==> config.mk <==
export PLATFORM = sky130hd
export DESIGN_NAME = mclv_slot_mem
export DESIGN_NICKNAME = d
export VERILOG_FILES = /design/src/sv/min_current_limit_voter_core_macros.svh /design/src/sv/mclv_pkg.sv /design/src/sv/mclv_slot_mem.sv
export SDC_FILE = /design/constraint.sdc
export NUM_CORES = 1
export LEC_CHECK = 0
export BUFFER_PORTS_ARGS = -buffer_cell sky130_fd_sc_hd__buf_4
export CORE_UTILIZATION = 26
export CTS_BUF_LIST = sky130_fd_sc_hd__clkbuf_16
export DETAILED_ROUTE_END_ITERATION = 10
export GPL_TIMING_DRIVEN = 1
export PLACE_DENSITY = 0.51
export SLEW_MARGIN = 20
export SYNTH_ARGS = -nofsm -noshare
export SYNTH_HDL_FRONTEND = slang
export SYNTH_SLANG_ARGS = --single-unit
==> constraint.sdc <==
create_clock -name clk_i -period 2.8 [get_ports clk_i]
set_input_delay 0.56 -clock clk_i [delete_from_list [all_inputs] [get_ports clk_i]]
set_output_delay 0.56 -clock clk_i [all_outputs]
set_load 0.005 [all_outputs]
==> src/sv/min_current_limit_voter_core_macros.svh <==
// Assertion macros for the min current limit voter core.
// Included by the RTL files that carry concurrent checks; no dependencies.
`ifndef MIN_CURRENT_LIMIT_VOTER_CORE_MACROS_SVH
`define MIN_CURRENT_LIMIT_VOTER_CORE_MACROS_SVH

// Check a property on every rising edge outside reset.
`define MCLV_ASSERT(lbl, clk, rst_n, prop) \
  lbl: assert property (@(posedge clk) disable iff (!rst_n) (prop)) \
    else $error("mclv check failed");

// Check that a condition implies another one in the same cycle.
`define MCLV_ASSERT_IMPL(lbl, clk, rst_n, ante, cons) \
  lbl: assert property (@(posedge clk) disable iff (!rst_n) (ante) |-> (cons)) \
    else $error("mclv implication failed");

`endif

==> src/sv/mclv_pkg.sv <==
// Shared types and constants of the min current limit voter core.
// No dependencies; imported by the interfaces and all modules.
`default_nettype none

package mclv_pkg;

  localparam int LIMIT_W = 16;
  localparam int MASK_W  = 16;
  localparam logic [LIMIT_W-1:0] RELEASED_LIMIT = 16'hFFFF;

  // Current types carried in voter_type and out_type.
  localparam logic [1:0] TYPE_USB  = 2'd0;
  localparam logic [1:0] TYPE_BATT = 2'd1;
  localparam logic [1:0] TYPE_DC   = 2'd2;

  typedef enum logic [1:0] {
    KIND_REGISTER   = 2'd0,
    KIND_UNREGISTER = 2'd1,
    KIND_SET        = 2'd2
  } kind_e;

  typedef enum logic [1:0] {
    ST_IDLE,
    ST_CHECK,
    ST_SCAN,
    ST_EMIT
  } state_e;

  typedef struct packed {
    logic [1:0]         kind;
    logic [3:0]         voter_slot;
    logic [1:0]         voter_type;
    logic [LIMIT_W-1:0] new_limit;
  } req_t;

  typedef struct packed {
    logic [1:0]         out_type;
    logic [LIMIT_W-1:0] effective_limit;
    logic [MASK_W-1:0]  effected_mask;
  } rsp_t;

  // One entry of the slot memory.
  typedef struct packed {
    logic [1:0]         typ;
    logic [LIMIT_W-1:0] limit;
  } slot_ent_t;

  // Per-cycle control of the minimum accumulator.
  typedef struct packed {
    logic               clear;
    logic               hit;
    logic [LIMIT_W-1:0] limit;
    logic [MASK_W-1:0]  mbit;
  } scan_ctl_t;

endpackage

`default_nettype wire

==> src/sv/mclv_slot_mem.sv <==
// Slot memory: type and limit per voter slot, one write and one read port.
// Read data is registered. Depends on mclv_pkg.
`default_nettype none

module mclv_slot_mem import mclv_pkg::*; #(
  parameter int DEPTH = 16,
  parameter int AW    = 4
) (
  input  logic          clk_i,
  input  logic          we_i,
  input  logic [AW-1:0] waddr_i,
  input  slot_ent_t     wdata_i,
  input  logic          re_i,
  input  logic [AW-1:0] raddr_i,
  output slot_ent_t     rdata_o
);

  slot_ent_t mem_q [DEPTH];
  slot_ent_t rdata_q;

  always_ff @(posedge clk_i) begin
    if (we_i) begin
      mem_q[waddr_i] <= wdata_i;
    end
  end

  always_ff @(posedge clk_i) begin
    if (re_i) begin
      rdata_q <= mem_q[raddr_i];
    end
  end

  assign rdata_o = rdata_q;

endmodule

`default_nettype wire

==> results.cfg <==
[logic_synthesis]
synth-edff-count = 306
syn_inst = 482
yosysWarnings = 0
synth_top_cell_by_area = edfxtp_1
synth_top_area_frac = 0.799
async_flop_share = 0
synth.avg_cell_area_um2 = 23.9
synth_cell_types = 19
ys.flop_type = edfxtp_1
synth_fp_nets = 511
synthTopCellsByArea = edfxtp_1 (80%), mux4_2 (9.8%), mux4_1 (5.0%)
yosysSeqAreaShare = 0.799
synthesis.area_mm2 = 0.0115
synth-seq-cells = 306

[timing]
tightest_slew_ps = 459
hold_viol = 0
relSlewSlack = 0.694
slew_violations = 0
rsz0062_at_grt = no
fin_crit_ps = 1730
finalClockSkew_ps = 6.77
fin_crit_sh = 0.618
tns_ps = 0
setup_viol = 0
max_freq_mhz = 578

[drt]
vias = 5202
viasPerCell = 4.43
drt_pass1_iterations = 4
routedWlPerCell_um = 21.8
routed_wl_mm = 25.7
drc = 0
drt_iter0_drc = 477
ant_nets = 0

[grt]
grt_max_degree = 45
antenna_found_initial = 1
grt.total_usage = 0.116
grt_pass1_vias = 5588
grt_pass1_wl_mm = 37.3
overflow = 0

[cts]
cts_max_level = 1
cts_setup_buffers = 0
worst_setup_hold_path_clk_slew_ps = 60
postCtsHoldBufs = 0
cts_made_buffers = 30
cts_root_buf = clkbuf_16
clk_latency_ps = 550
clkSinkCount = 306
tritoncts = built
cts_buffer_depth = 3
cts_resized = 0

[setup_path]
cp-end-kind = output port
critPathTopFamily = flip-flops
cp.arrival_ps = 1170
critPathBufInv = 1
startpoint_type = flip-flop
crit_cells = 1
max_stage_delay_ps = 450
reg2reg_depth = 3
r2r_slack_ps = 1350
critPathKind = reg2out
path_cells = buf_4
path_max_fanout = 1
worstPathRequired_ps = 2240
slowest_stage = edfxtp_1

[die]
start_util = 0.265
core_mm2 = 0.0434
die_width_um = 212
die_area_mm2 = 0.0451
num_rows = 76
die_h_um = 212
io_pins = 47

[placed_design]
dpl.hpwl_mm = 14.2
gp_congestion = 0.698
port_buffers = 46
dp.cells = 1119

[layout]
antenna_cells = 0
syn_to_final_growth_pct = 20.2
n_fill_cell = 4130
instances_no_fill = 1175
nets = 595
layout-drive-gt1-share = 0.320

[power]
clockPowerShare = 0.430
power_frac_seq = 0.522
vdd_drop_max_v = 0.000363
power.internal_mw = 8.01
netSwitchingFraction = 0.193
p_leak_nw = 4.45
pwr-share-comb = 0.048
power_switching_mw = 1.92
powerDensity_mw_per_mm2 = 718

[hold_path]
worst_hold_path.num_cells = 1
hold_path.class = in2reg

[run]
maxCapViolations = 0

[outcome]
status = finished, final reports clean
## cell usage in the layout (no fill, tap or decap)
| cell type | count |
|---|---|
| bufinv_16 | 7 |
| and2_1 | 1 |
| nor2_2 | 13 |
| clkinv_2 | 3 |
| clkinvlp_4 | 2 |
| nand3b_1 | 2 |
| nand3_1 | 1 |
| buf_12 | 3 |
| inv_6 | 1 |
| clkinv_1 | 5 |
| clkbuf_16 | 31 |
| mux4_2 | 50 |
| inv_1 | 7 |
| a22oi_1 | 36 |
| nand2_1 | 19 |
| nor3_2 | 4 |
| nand2b_1 | 2 |
| mux4_1 | 22 |
| or3b_2 | 1 |
| edfxtp_1 | 306 |
| buf_4 | 72 |
| nor2b_2 | 2 |
## power groups by stage
stage / Sequential [mW] / Combinational, mW / Clock [mW]
floorplan: 5.28 / 0.246 / 0
global placement: 5.28 / 0.475 / 0
detailed placement: 5.29 / 0.485 / 0
CTS: 5.19 / 0.487 / 4.36
global route: 5.20 / 0.512 / 4.52
finish: 5.19 / 0.474 / 4.27
## cell type report
cell class	count	area [um^2]	share of cell area
Timing Repair Buffer	75	601	0.0434
Tap cell	585	732	0.0530
Sequential cell	306	9190	0.665
Clock inverter	25	294	0.0213
Clock buffer	31	776	0.0561
Multi-Input combinational cell	153	2230	0.161
## logic make-up (layout without fill, tap and decap cells)
kind of cell    Yosys count  after routing  share of synthesized area
mux                      72             72                      0.148
flops                   306            306                      0.799
buf+inv                  23            131                     0.0122
simple gates             45             45                     0.0174
compound gates           36             36                     0.0235
## flip-flops by register name, indices dropped and copies added, names as in the netlist
| name | cells |
|---|---|
| mem_q | 288 |
| rdata_o | 18 |
## worst paths after layout
check	from	end
worst min-delay path	wdata_i[3]	mem_q[12][3]
worst max register to register	mem_q[2][9]	rdata_o[9]
worst min register to register	mem_q[7][17]	rdata_o[17]
worst max-delay path	rdata_o[14]	rdata_o[14]
## per-stage QoR
step / setup WS, ps / power, mW / utilization / area (um^2) / hold WS [ps]
after floorplan: 44.4 / 5.53 / - / 11500 / 659
after global routing: 1040 / 10.2 / 0.319 / 13800 / 295
after global placement: 554 / 5.76 / 0.294 / 12800 / 724
after CTS: 1040 / 10.0 / 0.319 / 13800 / 278
final: 1070 / 9.93 / 0.319 / 13800 / 300
after detailed placement: 568 / 5.77 / 0.294 / 12800 / 737
## synthesized netlist by cell type, types with 3 or more instances
library cell  instances
edfxtp_1            306
mux4_2               50
a22oi_1              36
mux4_1               22
nand2_1              19
nor2_1               13
clkbuf_1              6
buf_1                 5
buf_6                 5
nor3_1                4
buf_2                 3
buf_4                 3
## layer usage
metal,track usage,share of wire
met1,0.139,0.39
met2,0.214,0.54
met3,0.0174,0.055
met4,0.0298,0.016
met5,0,0.00035
(Power assumes the default switching activity.)
