==> src/sv/min_current_limit_voter_core_macros.svh <==
// Assertion macros for the min current limit voter core.
// Included by the RTL files that carry concurrent checks; no dependencies.
`ifndef MIN_CURRENT_LIMIT_VOTER_CORE_MACROS_SVH
`define MIN_CURRENT_LIMIT_VOTER_CORE_MACROS_SVH

// Check a property on every rising edge outside reset.
`define MCLV_ASSERT(lbl, clk, rst_n, prop) \
  lbl: assert property (@(posedge clk) disable iff (!rst_n) (prop)) \
    else $error("mclv check failed");

// Check that a condition implies another one in the same cycle.
`define MCLV_ASSERT_IMPL(lbl, clk, rst_n, ante, cons) \
  lbl: assert property (@(posedge clk) disable iff (!rst_n) (ante) |-> (cons)) \
    else $error("mclv implication failed");

`endif

==> src/sv/mclv_pkg.sv <==
// Shared types and constants of the min current limit voter core.
// No dependencies; imported by the interfaces and all modules.
`default_nettype none

package mclv_pkg;

  localparam int LIMIT_W = 16;
  localparam int MASK_W  = 16;
  localparam logic [LIMIT_W-1:0] RELEASED_LIMIT = 16'hFFFF;

  // Current types carried in voter_type and out_type.
  localparam logic [1:0] TYPE_USB  = 2'd0;
  localparam logic [1:0] TYPE_BATT = 2'd1;
  localparam logic [1:0] TYPE_DC   = 2'd2;

  typedef enum logic [1:0] {
    KIND_REGISTER   = 2'd0,
    KIND_UNREGISTER = 2'd1,
    KIND_SET        = 2'd2
  } kind_e;

  typedef enum logic [1:0] {
    ST_IDLE,
    ST_CHECK,
    ST_SCAN,
    ST_EMIT
  } state_e;

  typedef struct packed {
    logic [1:0]         kind;
    logic [3:0]         voter_slot;
    logic [1:0]         voter_type;
    logic [LIMIT_W-1:0] new_limit;
  } req_t;

  typedef struct packed {
    logic [1:0]         out_type;
    logic [LIMIT_W-1:0] effective_limit;
    logic [MASK_W-1:0]  effected_mask;
  } rsp_t;

  // One entry of the slot memory.
  typedef struct packed {
    logic [1:0]         typ;
    logic [LIMIT_W-1:0] limit;
  } slot_ent_t;

  // Per-cycle control of the minimum accumulator.
  typedef struct packed {
    logic               clear;
    logic               hit;
    logic [LIMIT_W-1:0] limit;
    logic [MASK_W-1:0]  mbit;
  } scan_ctl_t;

endpackage

`default_nettype wire

==> src/sv/mclv_min_scan.sv <==
// Running minimum and tie mask over the slots read during a scan.
// Depends on mclv_pkg for scan_ctl_t.
`default_nettype none

module mclv_min_scan import mclv_pkg::*; (
  input  logic               clk_i,
  input  scan_ctl_t          ctl_i,
  output logic [LIMIT_W-1:0] best_o,
  output logic [MASK_W-1:0]  mask_o
);

  logic [LIMIT_W-1:0] best_q, best_d;
  logic [MASK_W-1:0]  mask_q, mask_d;

  always_comb begin
    best_d = best_q;
    mask_d = mask_q;
    if (ctl_i.clear) begin
      best_d = RELEASED_LIMIT;
      mask_d = '0;
    end else if (ctl_i.hit) begin
      // strictly lower: restart the mask; equal: add the slot
      if (ctl_i.limit < best_q) begin
        best_d = ctl_i.limit;
        mask_d = ctl_i.mbit;
      end else if (ctl_i.limit == best_q) begin
        mask_d = mask_q | ctl_i.mbit;
      end
    end
  end

  always_ff @(posedge clk_i) begin
    best_q <= best_d;
    mask_q <= mask_d;
  end

  assign best_o = best_q;
  assign mask_o = mask_q;

endmodule

`default_nettype wire

==> config.mk <==
export PLATFORM = sky130hd
export DESIGN_NAME = mclv_min_scan
export DESIGN_NICKNAME = d
export VERILOG_FILES = /design/src/sv/min_current_limit_voter_core_macros.svh /design/src/sv/mclv_pkg.sv /design/src/sv/mclv_min_scan.sv
export SDC_FILE = /design/constraint.sdc
export NUM_CORES = 1
export LEC_CHECK = 0
export BUFFER_PORTS_ARGS = -buffer_cell sky130_fd_sc_hd__buf_4
export CAP_MARGIN = 20
export CORE_ASPECT_RATIO = 0.5
export CORE_MARGIN = 3
export CORE_UTILIZATION = 30
export DETAILED_ROUTE_END_ITERATION = 10
export GPL_ROUTABILITY_DRIVEN = 0
export GPL_TIMING_DRIVEN = 1
export PLACE_DENSITY = 0.49
export SYNTH_ARGS = -nofsm -noshare
export SYNTH_HDL_FRONTEND = slang
export SYNTH_SLANG_ARGS = --single-unit
==> constraint.sdc <==
create_clock -name clk_i -period 3.5 [get_ports clk_i]
set_clock_uncertainty 0.05 [all_clocks]
set_input_delay 0.7 -clock clk_i [delete_from_list [all_inputs] [get_ports clk_i]]
set_output_delay 0.7 -clock clk_i [all_outputs]
set_load 0.02 [all_outputs]
==> results.py <==
metrics = {
    "floorplan": {
        "rows": 20,
        "core_um2": 6210,
        "start_util": 0.318,
        "ios": 67,
        "die_y_um": 63.3,
        "die_w_um": 121,
        "dieArea_um2": 7640,
    },
    "run_status": {
        "status": "completed",
    },
    "cts": {
        "ctsLongestPathBuffers": 2,
        "holdBufCountCts": 0,
        "h-tree-depth": 2,
        "post_cts_resized": 0,
        "clk_pin_slew_ps": 50,
        "numClockSinks": 32,
        "postCtsSetupBuffers": 0,
        "cts_tree": "yes",
        "cts_buffers": 5,
        "clock-root-buffer": "clkbuf_16",
        "worst_skew_pair.late_latency_ps": 280,
    },
    "yosys": {
        "yosys.cell_types.count": 31,
        "synthTopCellsByArea": "dfxtp_1 33%, ha_1 10%, mux2i_1 8.1%, or4b_2 7.6%, o221ai_1 7.1%",
        "synth_edf_count": 0,
        "synth_most_common_cell": "nor2_1",
        "synth_top_cell_by_area": "dfxtp_1",
        "synth_nets": 268,
        "synth_top_area_frac": 0.325,
        "synth-seq-cells": 32,
        "synth.avg_cell_area_um2": 9.08,
        "ys.flop_type": "dfxtp_1",
        "yosysSeqAreaShare": 0.325,
        "yosys_warnings": 0,
        "async_flop_share": 0,
        "synth_area_um2": 1970,
        "synth_cells": 217,
        "synthTopCellsByCount": "33 x nor2_1, 32 x dfxtp_1",
    },
    "critical_path": {
        "cp_max_fo": 16,
        "reg2reg_to": "mask_o[12]",
        "arrival_ps": 2710,
        "crit_path_end_kind": "flip-flop",
        "r2r_start": "best_o[15]",
        "reg2reg_depth": 7,
        "startpoint_type": "input pin",
        "critPathKind": "in2reg",
        "worstPathRequired_ps": 3650,
        "r2r_setup_slack_ps": 1070,
    },
    "job": {
        "cap_violations": 0,
    },
    "finish": {
        "syn2layout_area_growth_pct": 36.0,
        "final_cells": 368,
        "post-route-util": 0.432,
        "fin_area_um2": 2680,
        "drive_gt1_frac": 0.354,
        "insertedDiodeCount": 0,
        "fin_nets": 331,
    },
    "sta": {
        "relSlewSlack": 0.567,
        "tns_ps": 0,
        "fmax_mhz": 392,
        "hold_viol_final": 0,
        "hold-worst-slack_ps": 477,
        "rsz0062_at_grt": "no",
        "slew_viol_final": 0,
        "finalCriticalPeriod_ps": 2550,
        "finalCritPeriodShare": 0.730,
        "tightest_slew_ps": 647,
        "layout_setup_ws_ps": 946,
        "finalSetupViolCount": 0,
    },
    "pwr": {
        "p_int_mw": 0.777,
        "p_leak_nw": 1.25,
        "total_power_mw": 1.09,
        "power_frac_clock": 0.383,
        "ir_drop_mv": 0.156,
        "swShare": 0.286,
        "p_switching_mw": 0.311,
        "combPwrFrac": 0.236,
        "power.density_nw_per_um2": 406,
        "seqPwrFrac": 0.381,
    },
    "detailed_routing": {
        "wirelength_um": 4920,
        "detail-route-antenna-nets": 0,
        "wl_per_cell_um": 13.4,
        "drc_errors": 0,
        "dr.pass1.iters": 4,
        "drt_iter0_drc": 127,
        "vias": 1720,
        "vias_per_cell": 4.67,
    },
    "hold_path": {
        "worstHoldStart": "best_o[5]",
        "min_to": "best_o[5]",
        "hp-class": "reg2reg",
        "hold-path-cell-count": 2,
    },
    "place": {
        "portBuffers": 66,
        "place_ws_ps": 613,
        "hpwlAfterDp_um": 3460,
        "place_inst": 361,
        "place_area_um2": 2550,
    },
    "global_route": {
        "grt.overflow.total": 0,
        "antenna_found_initial": 0,
        "grt_use_total": 0.135,
        "grt_pass1_wl_um": 8310,
        "grt_max_degree": 81,
        "first_global_vias": 1738,
    },
}
## state kept, by name, summed over array words and instances (netlist names)
register	cells
best_o	16
mask_o	16
## cell type report
type	count	area [µm²]
repair buffers	71	537
clock buffers	6	129
fillers	648	3530
multi-input cells	154	1200
clock inverters	1	5.00
well taps	88	110
flip-flops and latches	32	641
inverters	16	60.1
## critical path, cell delays in order
cell and delay (ps):
buf_4 120, ha_1 300, nand4_2 140, or4_4 600
nor3_4 590, nand3b_1 150, o221ai_1 100
## routing by layer
| layer | GRT usage | wire [µm] | vias to the layer above | share of wire |
|---|---|---|---|---|
| met4 | 0.0466 | 57 | 0 | 0.012 |
| met1 | 0.174 | 2380 | 774 | 0.48 |
| met2 | 0.216 | 2260 | 35 | 0.46 |
| li1 | - | - | 904 | - |
| met3 | 0.0395 | 217 | 7 | 0.044 |
| met5 | 0 | 0 | - | 0 |
## cell usage in the layout (no fill, tap or decap), drive strengths merged, types with 3 or more instances in the layout
master  instances
a21oi           6
buf            71
clkbuf          6
dfxtp          32
ha             16
inv            16
mux2i          16
nand2           4
nand2b         16
nand3b         16
nor2           33
o21ai           3
o221ai         16
or4b           16
## worst max-delay path by stage
stage | start | end | slack [ps] | depth (start not counted)
finish | ctl_i[30] | mask_o[12] | 950 | 7
CTS | ctl_i[31] | mask_o[12] | 910 | 7
global placement | ctl_i[31] | mask_o[13] | 600 | 7
floorplan | ctl_i[31] | mask_o[10] | 1040 | 7
global route | ctl_i[31] | mask_o[12] | 750 | 7
detailed placement | ctl_i[29] | mask_o[3] | 610 | 7
## power groups by stage
stage | combinational (mW) | clock, mW | sequential, mW
2_1_floorplan | 0.120 | 0 | 0.455
3_3_place_gp | 0.255 | 0 | 0.421
3_5_place_dp | 0.260 | 0 | 0.423
4_1_cts | 0.260 | 0.434 | 0.415
5_1_grt | 0.284 | 0.445 | 0.420
6_report | 0.257 | 0.416 | 0.414
## cells by family (layout without fill, tap and decap cells)
kind of cell    after synthesis  count (layout)  share of synthesized area
fa+ha+maj                    16              16                      0.102
flops                        32              32                      0.325
simple gates                 93              93                      0.301
compound gates               29              29                      0.121
mux                          16              16                     0.0813
buf+inv                      31              94                     0.0698
Power figures use the tool's default switching activity.
